--- src/hdl/sc1kd_pkg.sv ---
package sc1kd_pkg;

	localparam int IN_W  = 8;
	localparam int OUT_W = 40;

	// prefix bytes
	localparam logic [7:0] SC_PFX_E0 = 8'hE0;
	localparam logic [7:0] SC_PFX_E1 = 8'hE1;

	// 7-bit scan codes with special handling
	localparam logic [6:0] CODE_CTRL      = 7'h1D;
	localparam logic [6:0] CODE_LSHIFT    = 7'h2A;
	localparam logic [6:0] CODE_RSHIFT    = 7'h36;
	localparam logic [6:0] CODE_ALT       = 7'h38;
	localparam logic [6:0] CODE_CAPS      = 7'h3A;
	localparam logic [6:0] CODE_NUM       = 7'h45;
	localparam logic [6:0] CODE_SCROLL    = 7'h46;
	localparam logic [6:0] CODE_PAD_FIRST = 7'h47;
	localparam logic [6:0] CODE_PAD_LAST  = 7'h53;
	localparam logic [6:0] CODE_SLASH     = 7'h35;
	localparam logic [6:0] CODE_STAR      = 7'h37;
	localparam logic [6:0] CODE_PAUSE     = 7'h7F;

	localparam logic [7:0] VK_NUM_SLASH = 8'h6F;
	localparam logic [7:0] VK_SNAPSHOT  = 8'h2A;

	// modifier bit positions
	localparam int MOD_RALT   = 0;
	localparam int MOD_LALT   = 1;
	localparam int MOD_RCTRL  = 2;
	localparam int MOD_LCTRL  = 3;
	localparam int MOD_SHIFT  = 4;
	localparam int MOD_NUM    = 5;
	localparam int MOD_SCROLL = 6;
	localparam int MOD_CAPS   = 7;

	// LED bit positions
	localparam int LED_SCROLL = 0;
	localparam int LED_NUM    = 1;
	localparam int LED_CAPS   = 2;

	// held-lock bit positions
	localparam int HELD_CAPS   = 0;
	localparam int HELD_NUM    = 1;
	localparam int HELD_SCROLL = 2;

	typedef enum logic [1:0] {
		PFX_NONE,
		PFX_E0,
		PFX_E1,
		PFX_E1_1D
	} pfx_t;

	typedef struct packed {
		logic       ext;
		pfx_t       pfx;
		logic [7:0] mods;
		logic [2:0] led;
		logic [2:0] held;
	} kbd_state_t;

	// first field in the highest bits, last field in the lowest bits
	typedef struct packed {
		logic [2:0] led_bits;
		logic       led_update;
		logic [8:0] control_state;
		logic [6:0] ascii_char;
		logic [6:0] key_scan;
		logic [7:0] virtual_key;
		logic       key_down;
	} key_event_t;

	function automatic logic [7:0] base_vk(input logic [6:0] code);
		logic [7:0] vk;
		unique case (code)
			7'h01: vk = 8'h1B; 7'h02: vk = 8'h31; 7'h03: vk = 8'h32; 7'h04: vk = 8'h33;
			7'h05: vk = 8'h34; 7'h06: vk = 8'h35; 7'h07: vk = 8'h36; 7'h08: vk = 8'h37;
			7'h09: vk = 8'h38; 7'h0A: vk = 8'h39; 7'h0B: vk = 8'h30; 7'h0C: vk = 8'hBD;
			7'h0D: vk = 8'hBB; 7'h0E: vk = 8'h08; 7'h0F: vk = 8'h09;
			7'h10: vk = 8'h51; 7'h11: vk = 8'h57; 7'h12: vk = 8'h45; 7'h13: vk = 8'h52;
			7'h14: vk = 8'h54; 7'h15: vk = 8'h59; 7'h16: vk = 8'h55; 7'h17: vk = 8'h49;
			7'h18: vk = 8'h4F; 7'h19: vk = 8'h50; 7'h1A: vk = 8'hDB; 7'h1B: vk = 8'hDD;
			7'h1C: vk = 8'h0D; 7'h1D: vk = 8'h11; 7'h1E: vk = 8'h41; 7'h1F: vk = 8'h53;
			7'h20: vk = 8'h44; 7'h21: vk = 8'h46; 7'h22: vk = 8'h47; 7'h23: vk = 8'h48;
			7'h24: vk = 8'h4A; 7'h25: vk = 8'h4B; 7'h26: vk = 8'h4C; 7'h27: vk = 8'hBA;
			7'h28: vk = 8'hDE; 7'h29: vk = 8'hC0; 7'h2A: vk = 8'h10; 7'h2B: vk = 8'hDC;
			7'h2C: vk = 8'h5A; 7'h2D: vk = 8'h58; 7'h2E: vk = 8'h43; 7'h2F: vk = 8'h56;
			7'h30: vk = 8'h42; 7'h31: vk = 8'h4E; 7'h32: vk = 8'h4D; 7'h33: vk = 8'hBC;
			7'h34: vk = 8'hBE; 7'h35: vk = 8'hBF; 7'h36: vk = 8'h10; 7'h37: vk = 8'h6A;
			7'h38: vk = 8'h12; 7'h39: vk = 8'h20; 7'h3A: vk = 8'h14; 7'h3B: vk = 8'h70;
			7'h3C: vk = 8'h71; 7'h3D: vk = 8'h72; 7'h3E: vk = 8'h73; 7'h3F: vk = 8'h74;
			7'h40: vk = 8'h75; 7'h41: vk = 8'h76; 7'h42: vk = 8'h77; 7'h43: vk = 8'h78;
			7'h44: vk = 8'h79; 7'h45: vk = 8'h90; 7'h46: vk = 8'h91; 7'h47: vk = 8'h24;
			7'h48: vk = 8'h26; 7'h49: vk = 8'h21; 7'h4A: vk = 8'h6D; 7'h4B: vk = 8'h25;
			7'h4C: vk = 8'h0C; 7'h4D: vk = 8'h27; 7'h4E: vk = 8'h6B; 7'h4F: vk = 8'h23;
			7'h50: vk = 8'h28; 7'h51: vk = 8'h22; 7'h52: vk = 8'h2D; 7'h53: vk = 8'h2E;
			7'h54: vk = 8'h2B; 7'h57: vk = 8'h7A; 7'h58: vk = 8'h7B; 7'h5B: vk = 8'h5B;
			7'h5C: vk = 8'h5C; 7'h5D: vk = 8'h5D; 7'h7F: vk = 8'h13;
			default: vk = 8'h00;
		endcase
		return vk;
	endfunction

	// keypad keys with Num Lock on
	function automatic logic [7:0] pad_vk(input logic [6:0] code);
		logic [7:0] vk;
		unique case (code)
			7'h47: vk = 8'h67; 7'h48: vk = 8'h68; 7'h49: vk = 8'h69; 7'h4A: vk = 8'h6D;
			7'h4B: vk = 8'h64; 7'h4C: vk = 8'h65; 7'h4D: vk = 8'h66; 7'h4E: vk = 8'h6B;
			7'h4F: vk = 8'h61; 7'h50: vk = 8'h62; 7'h51: vk = 8'h63; 7'h52: vk = 8'h60;
			7'h53: vk = 8'h6E;
			default: vk = 8'h00;
		endcase
		return vk;
	endfunction

endpackage

--- src/hdl/sc1kd_ascii.sv ---
module sc1kd_ascii (
	input  logic [7:0] vk,
	input  logic       down,
	input  logic [7:0] mods,
	output logic [6:0] ascii_char
);
	import sc1kd_pkg::*;

	logic shift;
	logic any_ctrl;
	logic any_alt;
	logic upper;

	always_comb begin
		shift    = mods[MOD_SHIFT];
		any_ctrl = mods[MOD_RCTRL] | mods[MOD_LCTRL];
		any_alt  = mods[MOD_RALT] | mods[MOD_LALT];
		upper    = mods[MOD_CAPS] ^ shift;
		ascii_char = 7'h00;
		if ((any_alt && any_ctrl) || (!down && any_alt)) begin
			ascii_char = 7'h00;
		end else if (any_ctrl) begin
			// control characters
			if (vk >= 8'h41 && vk <= 8'h5A) begin
				ascii_char = 7'(vk - 8'h40);
			end else begin
				unique case (vk)
					8'h20:   ascii_char = 7'h20;
					8'h08:   ascii_char = 7'h7F;
					8'h0D:   ascii_char = 7'h0D;
					8'hDB:   ascii_char = shift ? 7'h00 : 7'h1B;
					8'hDC:   ascii_char = shift ? 7'h00 : 7'h1C;
					8'hDD:   ascii_char = shift ? 7'h00 : 7'h1D;
					default: ascii_char = 7'h00;
				endcase
			end
		end else if (vk >= 8'h41 && vk <= 8'h5A) begin
			ascii_char = upper ? vk[6:0] : 7'(vk + 8'h20);
		end else if (vk >= 8'h30 && vk <= 8'h39) begin
			if (!shift) begin
				ascii_char = vk[6:0];
			end else begin
				unique case (vk[3:0])
					4'h0:    ascii_char = 7'h29;
					4'h1:    ascii_char = 7'h21;
					4'h2:    ascii_char = 7'h40;
					4'h3:    ascii_char = 7'h23;
					4'h4:    ascii_char = 7'h24;
					4'h5:    ascii_char = 7'h25;
					4'h6:    ascii_char = 7'h5E;
					4'h7:    ascii_char = 7'h26;
					4'h8:    ascii_char = 7'h2A;
					default: ascii_char = 7'h28;
				endcase
			end
		end else if (vk >= 8'h60 && vk <= 8'h6F) begin
			// numeric keypad
			unique case (vk[3:0])
				4'hA:    ascii_char = 7'h2A;
				4'hB:    ascii_char = 7'h2B;
				4'hC:    ascii_char = 7'h00;
				4'hD:    ascii_char = 7'h2D;
				4'hE:    ascii_char = 7'h2E;
				4'hF:    ascii_char = 7'h2F;
				default: ascii_char = {3'b011, vk[3:0]};
			endcase
		end else begin
			unique case (vk)
				8'hBA:   ascii_char = shift ? 7'h3A : 7'h3B;
				8'hBB:   ascii_char = shift ? 7'h2B : 7'h3D;
				8'hBC:   ascii_char = shift ? 7'h3C : 7'h2C;
				8'hBD:   ascii_char = shift ? 7'h5F : 7'h2D;
				8'hBE:   ascii_char = shift ? 7'h3E : 7'h2E;
				8'hBF:   ascii_char = shift ? 7'h3F : 7'h2F;
				8'hC0:   ascii_char = shift ? 7'h7E : 7'h60;
				8'hDB:   ascii_char = shift ? 7'h7B : 7'h5B;
				8'hDC:   ascii_char = shift ? 7'h7C : 7'h5C;
				8'hDD:   ascii_char = shift ? 7'h7D : 7'h5D;
				8'hDE:   ascii_char = shift ? 7'h22 : 7'h27;
				8'h20:   ascii_char = 7'h20;
				8'h0D:   ascii_char = 7'h0D;
				8'h08:   ascii_char = 7'h08;
				8'h09:   ascii_char = 7'h09;
				default: ascii_char = 7'h00;
			endcase
		end
	end

endmodule

--- src/hdl/sc1kd_decode.sv ---
module sc1kd_decode (
	input  logic [7:0]              scan_byte,
	input  sc1kd_pkg::kbd_state_t   st,
	output sc1kd_pkg::kbd_state_t   nxt,
	output logic                    res_valid,
	output sc1kd_pkg::key_event_t   ev
);
	import sc1kd_pkg::*;

	logic       down;
	logic [6:0] code;
	logic [6:0] eff;
	logic       pause;
	logic [7:0] mods_t;
	logic [2:0] led_t;
	logic [2:0] held_t;
	logic       upd;
	logic [2:0] held_m;
	logic [7:0] mod_m;
	logic [2:0] led_m;
	logic [7:0] vk;
	logic [6:0] ch;

	sc1kd_ascii u_ascii (
		.vk        (vk),
		.down      (down),
		.mods      (mods_t),
		.ascii_char(ch)
	);

	// modifier and lock tracking, virtual key lookup
	always_comb begin
		down   = ~scan_byte[7];
		code   = scan_byte[6:0];
		pause  = st.ext && (st.pfx == PFX_E1_1D);
		eff    = pause ? CODE_PAUSE : code;
		mods_t = st.mods;
		led_t  = st.led;
		held_t = st.held;
		upd    = 1'b0;
		held_m = '0;
		mod_m  = '0;
		led_m  = '0;
		unique case (eff)
			CODE_CTRL: begin
				if (st.ext) mods_t[MOD_RCTRL] = down;
				else        mods_t[MOD_LCTRL] = down;
			end
			CODE_LSHIFT, CODE_RSHIFT: mods_t[MOD_SHIFT] = down;
			CODE_ALT: begin
				if (st.ext) mods_t[MOD_RALT] = down;
				else        mods_t[MOD_LALT] = down;
			end
			CODE_CAPS: begin
				held_m[HELD_CAPS] = 1'b1;
				mod_m[MOD_CAPS]   = 1'b1;
				led_m[LED_CAPS]   = 1'b1;
			end
			CODE_NUM: begin
				held_m[HELD_NUM] = 1'b1;
				mod_m[MOD_NUM]   = 1'b1;
				led_m[LED_NUM]   = 1'b1;
			end
			CODE_SCROLL: begin
				held_m[HELD_SCROLL] = 1'b1;
				mod_m[MOD_SCROLL]   = 1'b1;
				led_m[LED_SCROLL]   = 1'b1;
			end
			default: ;
		endcase
		// locks are frozen while either Ctrl is down
		if (held_m != 3'b000 && !(st.mods[MOD_RCTRL] || st.mods[MOD_LCTRL])) begin
			if (!down) begin
				held_t = held_t & ~held_m;
			end else if ((held_t & held_m) == 3'b000) begin
				held_t = held_t | held_m;
				upd    = 1'b1;
				if ((mods_t & mod_m) != 8'h00) begin
					mods_t = mods_t & ~mod_m;
					led_t  = led_t & ~led_m;
				end else begin
					mods_t = mods_t | mod_m;
					led_t  = led_t | led_m;
				end
			end
		end

		if (eff >= CODE_PAD_FIRST && eff <= CODE_PAD_LAST && mods_t[MOD_NUM] &&
		    !st.ext && !mods_t[MOD_SHIFT]) begin
			vk = pad_vk(eff);
		end else if (eff == CODE_SLASH && st.ext) begin
			vk = VK_NUM_SLASH;
		end else if (eff == CODE_STAR && st.ext) begin
			vk = VK_SNAPSHOT;
		end else begin
			vk = base_vk(eff);
		end
	end

	// prefix sequencing
	always_comb begin
		nxt       = st;
		nxt.ext   = 1'b0;
		nxt.pfx   = PFX_NONE;
		res_valid = 1'b0;
		if (scan_byte == SC_PFX_E0 || scan_byte == SC_PFX_E1) begin
			nxt.ext = 1'b1;
			nxt.pfx = (scan_byte == SC_PFX_E0) ? PFX_E0 : PFX_E1;
		end else if (st.ext && (code == CODE_LSHIFT || code == CODE_RSHIFT)) begin
			// fake shift, dropped
		end else if (st.ext && st.pfx == PFX_E1) begin
			if (code == CODE_CTRL) begin
				nxt.ext = 1'b1;
				nxt.pfx = PFX_E1_1D;
			end
		end else if (pause && code != CODE_NUM) begin
			// broken pause sequence, dropped
		end else begin
			nxt.mods  = mods_t;
			nxt.led   = led_t;
			nxt.held  = held_t;
			res_valid = 1'b1;
		end
	end

	always_comb begin
		ev.key_down      = down;
		ev.virtual_key   = vk;
		ev.key_scan      = eff;
		ev.ascii_char    = ch;
		ev.control_state = {st.ext, mods_t};
		ev.led_update    = upd;
		ev.led_bits      = led_t;
	end

endmodule

--- src/hdl/scan_code_set1_key_decoder_unit.sv ---
// Scan code set 1 key decoder. Takes raw keyboard bytes (one per s_ transaction)
// and emits one key event per make or break code on the m_ side. Prefix bytes
// E0/E1, the fake shifts E0 2A / E0 36, and broken pause sequences produce no
// event; E1 1D 45 is reported as scan code 0x7F. The decoder tracks Ctrl, Alt,
// Shift and the three locks; Caps/Num/Scroll toggle on a fresh press unless a
// Ctrl key is down, and such an event carries led_update=1 with the new LED
// byte in led_bits (led_bits is valid on every event). Throughput is one byte
// per clock unless an event byte waits on m_tready: the input register feeds a
// single level of decode logic that updates the keyboard state and loads the
// event register in the same cycle. Bytes pass the input register, then the
// event register. The input side keeps taking bytes while an event waits for
// m_tready, as long as the waiting byte does not itself need the blocked event
// register. Reset clears all keyboard state (no prefix, no modifiers, LEDs off).
module scan_code_set1_key_decoder_unit (
	input  logic                         clk,
	input  logic                         arst_n,
	input  logic                         s_tvalid,
	output logic                         s_tready,
	input  logic [sc1kd_pkg::IN_W-1:0]   s_tdata,  // [7:0] scan_byte
	output logic                         m_tvalid,
	input  logic                         m_tready,
	// [0] key_down, [8:1] virtual_key, [15:9] key_scan, [22:16] ascii_char,
	// [31:23] control_state, [32] led_update, [35:33] led_bits, [39:36] zero
	output logic [sc1kd_pkg::OUT_W-1:0]  m_tdata
);
	import sc1kd_pkg::*;

	localparam int EV_W = $bits(key_event_t);

	logic       valid_s1;
	logic [7:0] byte_s1;
	kbd_state_t state_q;
	kbd_state_t state_nxt;
	logic       res_valid;
	key_event_t ev;
	logic       out_valid_q;
	key_event_t out_ev_q;
	logic       out_free;
	logic       advance;

	sc1kd_decode u_decode (
		.scan_byte(byte_s1),
		.st       (state_q),
		.nxt      (state_nxt),
		.res_valid(res_valid),
		.ev       (ev)
	);

	// a byte that yields no event never waits on the output side
	assign out_free = ~out_valid_q | m_tready;
	assign advance  = valid_s1 & (~res_valid | out_free);
	assign s_tready = ~valid_s1 | advance;

	always_ff @(posedge clk or negedge arst_n) begin
		if (!arst_n) begin
			valid_s1 <= 1'b0;
		end else if (s_tready) begin
			valid_s1 <= s_tvalid;
		end
	end

	always_ff @(posedge clk) begin
		if (s_tvalid && s_tready) begin
			byte_s1 <= s_tdata;
		end
	end

	always_ff @(posedge clk or negedge arst_n) begin
		if (!arst_n) begin
			state_q <= '{ext: 1'b0, pfx: PFX_NONE, mods: '0, led: '0, held: '0};
		end else if (advance) begin
			state_q <= state_nxt;
		end
	end

	always_ff @(posedge clk or negedge arst_n) begin
		if (!arst_n) begin
			out_valid_q <= 1'b0;
		end else if (advance && res_valid) begin
			out_valid_q <= 1'b1;
		end else if (m_tready) begin
			out_valid_q <= 1'b0;
		end
	end

	always_ff @(posedge clk) begin
		if (advance && res_valid) begin
			out_ev_q <= ev;
		end
	end

	assign m_tvalid = out_valid_q;
	assign m_tdata  = {(OUT_W - EV_W)'(0), out_ev_q};

endmodule

--- config.mk ---
export PLATFORM = sky130hd
export DESIGN_NAME = scan_code_set1_key_decoder_unit
export DESIGN_NICKNAME = d
export VERILOG_FILES = /design/src/hdl/sc1kd_pkg.sv /design/src/hdl/sc1kd_ascii.sv /design/src/hdl/sc1kd_decode.sv /design/src/hdl/scan_code_set1_key_decoder_unit.sv
export SDC_FILE = /design/constraint.sdc
export NUM_CORES = 1
export LEC_CHECK = 0
export BUFFER_PORTS_ARGS = -buffer_cell sky130_fd_sc_hd__buf_2
export CAP_MARGIN = 15
export CORE_MARGIN = 4
export CORE_UTILIZATION = 35
export DETAILED_ROUTE_END_ITERATION = 8
export GPL_TIMING_DRIVEN = 0
export PLACE_DENSITY_LB_ADDON = 0.2
export SYNTH_ARGS = -nofsm -noshare
export SYNTH_HDL_FRONTEND = slang
export SYNTH_SLANG_ARGS = --single-unit
--- constraint.sdc ---
create_clock -name clk -period 10.7 [get_ports clk]
set_clock_uncertainty 0.05 [all_clocks]
set_input_delay 2.14 -clock clk [delete_from_list [all_inputs] [get_ports clk]]
set_output_delay 2.14 -clock clk [all_outputs]
set_load 0.02 [all_outputs]
## Word level (Yosys, flattened, before mapping)

Memory sizes are Yosys's and may differ from the RTL's.
Cells that the tools add are included.

| storage, ports and cells | value |
|---|---|
| register bits | 63 |
| memory bits (read-only) | 1136 |
| logic and storage cells | 203 |
| output and inout port bits | 42 |
| memories kept | 2 |
| input port bits | 12 |

Memory list:

| memory | depth | width | read ports | clocked after memory_dff | write ports | line | text |
|---|---|---|---|---|---|---|---|
| (no name shown) | 128 | 8 | 1 | 0 | 0 | sc1kd_pkg.sv:75 | `unique case (code)` |
| (no name shown) | 16 | 7 | 1 | 0 | 0 | sc1kd_ascii.sv:43 | `unique case (vk[3:0])` |

| operators by class | value |
|---|---|
| eq/ne operators | 51 |
| add/sub/neg operators | 2 |
| magnitude comparators | 8 |
| muxes and demuxes | 64 |
| bitwise logic cells | 27 |
| reductions and logical operators | 34 |

Operator list:

| kind | number |
|---|---|
| == test 7 bit (second input constant) | 15 |
| case mux 7 bit (15 select lines) | 1 |
| == test 8 bit (second input constant) | 13 |
| case mux 7 bit (13 select lines) | 1 |
| two-way mux 7 bit | 9 |
| == test 7 x 6 -> 1 bit (second input constant) | 8 |
| two-way mux 8 bit | 7 |
| case mux 7 bit (6 select lines) | 1 |
| two-way mux 5 bit | 8 |
| case mux 6 bit (6 select lines) | 1 |
| two-way mux 3 bit | 11 |
| two-way mux 14 bit | 2 |
| == test 4 bit (second input constant) | 6 |
| == test 8 x 4 -> 1 bit (second input constant) | 3 |
| logical AND 1 bit | 18 |
| two-way mux 6 bit | 3 |
| two-way mux 17 bit | 1 |
| AND 8 bit | 2 |
| >= comparator 8 x 7 -> 1 bit (second input constant) | 2 |
| <= comparator 8 x 7 -> 1 bit (second input constant) | 2 |
| two-way mux 1 bit | 16 |
| == test 7 x 5 -> 1 bit (second input constant) | 2 |
| AND 3 bit | 3 |
| NOT 1 bit | 9 |
| other kinds (26) | 42 |

## Longest topological paths before layout

Gate-level depths: netlist of the first run.

| depth | value |
|---|---|
| depth after elaboration | 22 |
| depth in mapped cells | 22 |
| mapped depth without buffers | 17 |

## Cells and area by module

From an unflattened synthesis of the first run, not the netlist that was laid out.

| second synthesis, totals | value |
|---|---|
| cell total of the unflattened synthesis | 676 |
| area, all modules | 5790.6 sq um |

Modules (own cells, without submodules):

| module | sequential area each (sq um) | instances | area an instance (sq um) | cells each |
|---|---|---|---|---|
| scan_code_set1_key_decoder_unit | 1796.7 | 1 | 2458.6 | 157 |
| sc1kd_decode | 0.0 | 1 | 2267.2 | 349 |
| sc1kd_ascii | 0.0 | 1 | 1064.8 | 170 |

## Worst setup path after synthesis of the first run

Ideal clock, no wire load.

| path | value |
|---|---|
| kind | input-to-output |
| start | input m_tready |
| end | output s_tready |
| cell stages on the path | 3 |
| path buffers | 0 |
| slack | 5759 ps |
| data arrival time | 2751 ps |
| path through | nand2b_1 -> a311oi_1 -> nand2_1 |

| on the way | value |
|---|---|
| longest elaborated chain between the ends | 4 |

Ends and longest elaborated chain:

| element | line | text |
|---|---|---|
| from (decl) | scan_code_set1_key_decoder_unit.sv:21 | `input logic m_tready,` |
| bitwise OR 1 bit | scan_code_set1_key_decoder_unit.sv:50 | `assign out_free = ~out_valid_q \| m_tready;` |
| bitwise OR 1 bit | scan_code_set1_key_decoder_unit.sv:51 | `assign advance = valid_s1 & (~res_valid \| out_free);` |
| AND 1 bit | scan_code_set1_key_decoder_unit.sv:51 |  |
| bitwise OR 1 bit | scan_code_set1_key_decoder_unit.sv:52 | `assign s_tready = ~valid_s1 \| advance;` |
| to (decl) | scan_code_set1_key_decoder_unit.sv:18 | `output logic s_tready,` |

No other way between the ends.

==> impl_metrics.tcl, run 1 <==
set metrics [dict create \
    p_per_area_nw_per_um2 152 \
    yosysSeqAreaShare_pct 31.8 \
    power.total_w 0.000984 \
    critPathLaunchType "register" \
    fmax_mhz 151 \
    fillCellCount 1662 \
    leakagePower_nw 2.51 \
    num_rows 46 \
    drcViolationCount 0 \
    core_sq_um 15900 \
    r2r_setup_slack_ns 4.07 \
    worstPathRequired_ns 10.86 \
    cts_sinks 63 \
    overflow 0 \
    path_clk_slew_ns 0.06 \
    post_cts_resized 0 \
    worst-path-buf-inv 2 \
    ys_warn_count 0 \
    setup.worst_path.end "m_tdata[17]" \
    drtIter0Drc 791 \
    start_util_pct 35.6 \
    grt_use_total_pct 25.0 \
    layout_commonest_cell "buf_2" \
    holdCritPathClass "register to register" \
    cp-end-kind "register" \
    antenna_left 0 \
    finalCritPeriodShare_pct 62.0 \
    path_class "register to register" \
    worstMarginPinSlew_ns 1.16 \
    cp_common_cell "nand3_1" \
    r2r-end "m_tdata[17]" \
    postLayoutCoreUtil_pct 40.9 \
    hold_violations 0 \
    die_area_sq_um 18300 \
    gp_congestion 0.990 \
    avgSynthCellArea_sq_um 8.80 \
    cts_setup_buffers 0 \
    reg2reg_depth 16 \
    status "complete, no violations" \
    arrival_ns 6.79 \
    drtPass1Iterations 5 \
    hpwlAfterDp_mm 17.2 \
    setup_violations 0 \
    synth.ff_latch_count 63 \
    crit_slowest_cell "nor4b_1" \
    grt_max_degree 41 \
    grt_pass1_vias 5609 \
    synth_area_sq_um 5660 \
    drive_above_1_share_pct 23.5 \
    synth-main-ff-cell "edfxtp_1" \
    cts_buffers 9 \
    drv_slew 0 \
    fin_nets 726 \
    clock_path_buffers 2 \
    clock_latency_ns 0.36 \
    die_w_um 135 \
    htree_levels 3 \
    cp-startpoint "state_q[15]" \
    path_delay_family "simple AND/OR/NAND/NOR gates" \
    final_cell_mix "74 x buf_2, 51 x nor2_1, 45 x nand2_1, 44 x edfxtp_1, 39 x o21ai_0" \
    path_cells "nand3_1 > buf_2 > buf_1 > nand2b_1 > ha_1 > nand3b_1 > nor4b_1 > or4_1 > o211ai_2 > or3b_1 > nor4b_1 > nand3_1 > o32ai_1 > nor3_1 > nand3_1 > a41o_1" \
    cp_max_fo 10 \
    die_h_um 135 \
    synth_edf_count 44 \
    vias 5988 \
    cts_hold_buffers 0 \
    cts_tree "done" \
    r2r-start "state_q[15]" \
    grt_pass1_wl_mm 34.8 \
    insertedDiodeCount 0 \
    cts_root_buf "clkbuf_16" \
    worst_slew_margin_rel_pct 21.9 \
    max-cap-violations 0 \
    fin_crit_ns 6.63 \
    syn_to_final_growth_pct 14.7 \
    routedWlPerCell_um 24.8 \
    async_flop_share_pct 30.2 \
    routed_via_density 6.46 \
    fin_setup_tns_ns 0 \
    ir_worst_vdd_mv 0.0967 \
    synthCells 643 \
    synth_cell_type_count 97 \
    ioPinCount 54 \
    whs_ns 0.439 \
    portBuffers 49 \
    routed_wl_mm 23.0 \
    rsz0062_at_grt "no" \
    antenna_found_initial 0 \
    cpPeakStageDelay_ns 0.95 \
    path_depth 16 \
]
-- layout make-up --
| cell class | count | area [sq um] | share of cell area (%) |
|---|---|---|---|
| inverter | 23 | 88.8 | 1.37 |
| tap | 216 | 270 | 4.16 |
| multi-input combinational | 508 | 3510 | 54.1 |
| clock inverter | 7 | 80.1 | 1.23 |
| clock buffer | 9 | 225 | 3.47 |
| sequential | 63 | 1800 | 27.7 |
| timing repair buffer | 49 | 245 | 3.78 |
| buffer | 52 | 273 | 4.20 |
-- state kept, by name, indices dropped and copies added (netlist names), named ones only --
signal	count
valid_s1	1
byte_s1	8
m_tdata	36
state_q	14
m_tvalid	1
-- Yosys cell counts, drive strengths merged, types with 8 or more instances --
| library cell | n | share of area, % |
|---|---|---|
| ha | 8 | 1.8 |
| mux2i | 12 | 2.7 |
| a31oi | 19 | 2.6 |
| nor2b | 10 | 1.1 |
| inv | 20 | 1.3 |
| a21oi | 38 | 3.4 |
| o221ai | 8 | 1.2 |
| mux2 | 23 | 4.6 |
| nor4 | 10 | 1.6 |
| and3 | 9 | 1.0 |
| o21ai | 41 | 3.6 |
| nand3b | 9 | 1.2 |
| edfxtp | 44 | 23 |
| nor2 | 52 | 3.5 |
| o211ai | 14 | 2.5 |
| and2 | 11 | 1.2 |
| nor3 | 15 | 1.6 |
| clkbuf | 13 | 0.88 |
| dfrtp | 19 | 8.4 |
| nand2b | 12 | 1.3 |
| nand3 | 23 | 2.2 |
| nand2 | 47 | 3.2 |
| a211oi | 16 | 2.2 |
| buf | 39 | 3.9 |
| nand4 | 13 | 1.4 |
-- worst min-delay path: stages, from the launching register on --
cell and delay (ns):
dfrtp_1 0.34, nand2_1 0.05, o21ai_0 0.07
-- worst min path at each step --
stage               depth (start not counted)         from          end
global route                                1   state_q[7]   state_q[7]
finish                                      2  state_q[10]  state_q[10]
detailed placement                          2  state_q[10]  state_q[10]
floorplan                                   2  state_q[10]  state_q[10]
global placement                            2  state_q[10]  state_q[10]
CTS                                         2  state_q[10]  state_q[10]
-- power breakdown --
| part | internal (W) | switching, W |
|---|---|---|
| clock network | 0.000184 | 0.000135 |
| logic | 0.000110 | 0.000247 |
| registers | 0.000299 | 0.00000917 |
-- per-layer routing --
layer	GRT usage, %	routed length (um)
met1	34.8	10200
met4	6.89	515
met2	39.0	10300
met5	0	0
met3	5.79	1970
-- per-stage QoR --
step,area [sq um],instances,setup slack [ns]
floorplan,5670,646,5.76
global placement,6180,911,4.03
detailed placement,6180,911,4.37
CTS,6490,927,4.33
global route,6490,927,3.87
finish,6490,927,4.07
-- kinds of logic after synthesis --
logic type,synth area share [%]
compound gates,28.4
xor+xnor,0.310
fa+ha+maj,1.77
buf+inv,6.39
flops,31.8
mux,7.34
other cells,0.0663
simple gates,24.0
Note: power is estimated with default switching activity, not from simulation.
==> run 2: changes to the inputs <==
==> constraint.sdc (replaced) <==
create_clock -name clk -period 5.8 [get_ports clk]
set_clock_uncertainty 0.05 [all_clocks]
set_input_delay 1.16 -clock clk [delete_from_list [all_inputs] [get_ports clk]]
set_output_delay 1.16 -clock clk [all_outputs]
set_load 0.02 [all_outputs]
==> run 2 against run 1 <==
Cell count rose by 0.32%. Register-to-register slack worse by 3.8 ns. Critical path depth is 2 higher. Sequential share of layout area shrank 0.33 points. Non-clock buffer count is 3 higher. Combinational power up 86%. Via count down 0.27%. Total power rose by 85%. Global-route usage barely moved. Critical path type unchanged. First-iteration DRC count decreased by 8.0%. Cell area increased by 1.3%. Flip-flop and latch count unchanged.
==> impl_metrics.tcl, run 2 (synthesis results as in run 1) <==
set metrics [dict create \
    fin_nets 729 \
    vias 5972 \
    grt_max_degree 41 \
    drive_above_1_share_pct 26.1 \
    start_util_pct 35.6 \
    insertedDiodeCount 0 \
    path_delay_family "simple AND/OR/NAND/NOR gates" \
    die_h_um 135 \
    placed_area_sq_um 6180 \
    cts_sinks 63 \
    ioPinCount 54 \
    routed_via_density 6.42 \
    status "complete, no violations" \
    worst_slew_margin_rel_pct 25.6 \
    htree_levels 3 \
    cp_max_fo 10 \
    drtIter0Drc 728 \
    final_cell_area_sq_um 6570 \
    max-cap-violations 0 \
    antenna_left 0 \
    drtPass1Iterations 5 \
    setup_violations 0 \
    path_depth 18 \
    fin_crit_ns 5.54 \
    cts_tree "done" \
    layout.cells.non_filler 930 \
    clock_path_buffers 2 \
    hold_depth 2 \
    cts_hold_buffers 0 \
    final_cell_mix "72 x buf_2, 50 x nor2_1, 45 x nand2_1, 44 x edfxtp_1" \
    crit_slowest_cell "nor4b_2" \
    hold_violations 0 \
    num_rows 46 \
    p_per_area_nw_per_um2 277 \
    grt_use_total_pct 25.0 \
    overflow 0 \
    cp-end-kind "register" \
    hpwlAfterDp_mm 17.2 \
    ir_worst_vdd_mv 0.177 \
    cpPeakStageDelay_ns 0.62 \
    dp.cells 911 \
    core_sq_um 15900 \
    portBuffers 49 \
    worst-path-buf-inv 5 \
    drv_slew 0 \
    arrival_ns 5.70 \
    die_w_um 135 \
    fmax_mhz 181 \
    layout_commonest_cell "buf_2" \
    rsz0062_at_grt "no" \
    die_area_sq_um 18300 \
    largest_reg_flops 36 \
    clock_latency_ns 0.36 \
    reg2reg_depth 18 \
    path_cells "and3_1 > buf_2 > buf_4 > buf_4 > nor2_2 > inv_2 > ha_2 > clkbuf_4 > o2111ai_1 > nor2_1 > a221oi_2 > or3b_1 > nor4b_2 > nand3_1 > o32ai_1 > nor3_1 > nand3_1 > a41o_1" \
    critPathLaunchType "register" \
    path_clk_slew_ns 0.06 \
    holdCritPathClass "register to register" \
    antenna_found_initial 0 \
    cts_buffers 9 \
    cts_root_buf "clkbuf_16" \
    syn_to_final_growth_pct 16.2 \
    routedWlPerCell_um 24.7 \
    fillCellCount 1660 \
    drcViolationCount 0 \
    path_class "register to register" \
    power.total_w 0.00182 \
    worstPathRequired_ns 5.96 \
    grt_pass1_vias 5620 \
    postLayoutCoreUtil_pct 41.4 \
    worstMarginPinSlew_ns 1.11 \
    grt_pass1_wl_mm 34.9 \
    routed_wl_mm 23.0 \
    leakagePower_nw 2.53 \
    finalCritPeriodShare_pct 95.4 \
    gp_congestion 0.990 \
]
[run 2: area by class of cell]
class | count | area (sq um) | share of cell area (%)
inverters | 23 | 88.8 | 1.35
clock inverters | 7 | 80.1 | 1.22
clock buffers | 9 | 225 | 3.43
flip-flops and latches | 63 | 1800 | 27.4
repair buffers | 52 | 268 | 4.07
well taps | 216 | 270 | 4.11
multi-input cells | 508 | 3560 | 54.1
plain buffers | 52 | 288 | 4.38
[run 2: through the flow]
| stage | setup slack, ns | hold slack, ns | setup TNS [ns] |
|---|---|---|---|
| floorplan | 0.938 | 0.400 | 0 |
| global placement | -0.869 | 0.416 | -4.26 |
| detailed placement | -0.529 | 0.432 | -2.87 |
| CTS | -0.147 | 0.445 | -0.147 |
| global route | 0.0721 | 0.474 | 0 |
| finish | 0.264 | 0.440 | 0 |
[run 2: worst paths after layout]
kind | startpoint | end | slack (ns)
worst max-delay path | state_q[15] | m_tdata[17] | 0.26
worst min-delay path | state_q[10] | state_q[10] | 0.44
worst max register to register | state_q[15] | m_tdata[17] | 0.26
worst min register to register | state_q[10] | state_q[10] | 0.44
max in group asynchronous | arst_n | state_q[15] | 4.66
min in group asynchronous | arst_n | m_tvalid | 0.69
[run 2: timing repair]
item | CTS | global route
buffers inserted | 1 | 2
endpoints found under the setup margin | 7 | 7
pin swaps | 1 | 2
gates resized for setup | 4 | 23
[run 2: routing by layer]
| metal | share of wire, % | global-route usage (%) | vias up |
|---|---|---|---|
| li1 | - | - | 2654 |
| met1 | 44 | 35.1 | 2890 |
| met2 | 44 | 38.5 | 371 |
| met3 | 9.1 | 5.83 | 57 |
| met4 | 2.9 | 7.39 | 0 |
| met5 | 0 | 0 | - |
[run 2: power breakdown]
part	internal (W)	switching, W	total [W]	leakage, nW
sequential	0.000552	0.0000170	0.000569	0.692
clock	0.000339	0.000247	0.000587	0.148
combinational	0.000206	0.000456	0.000662	1.69
total	0.00110	0.000721	0.00182	2.53
[run 2: tightest hold or removal path, delay by kind of cell (launching register included)]
kind               cells  cell delay (ns)
AOI/OAI and AO/OA      1             0.07
and+or+nand+nor        1             0.04
DFF                    1             0.34
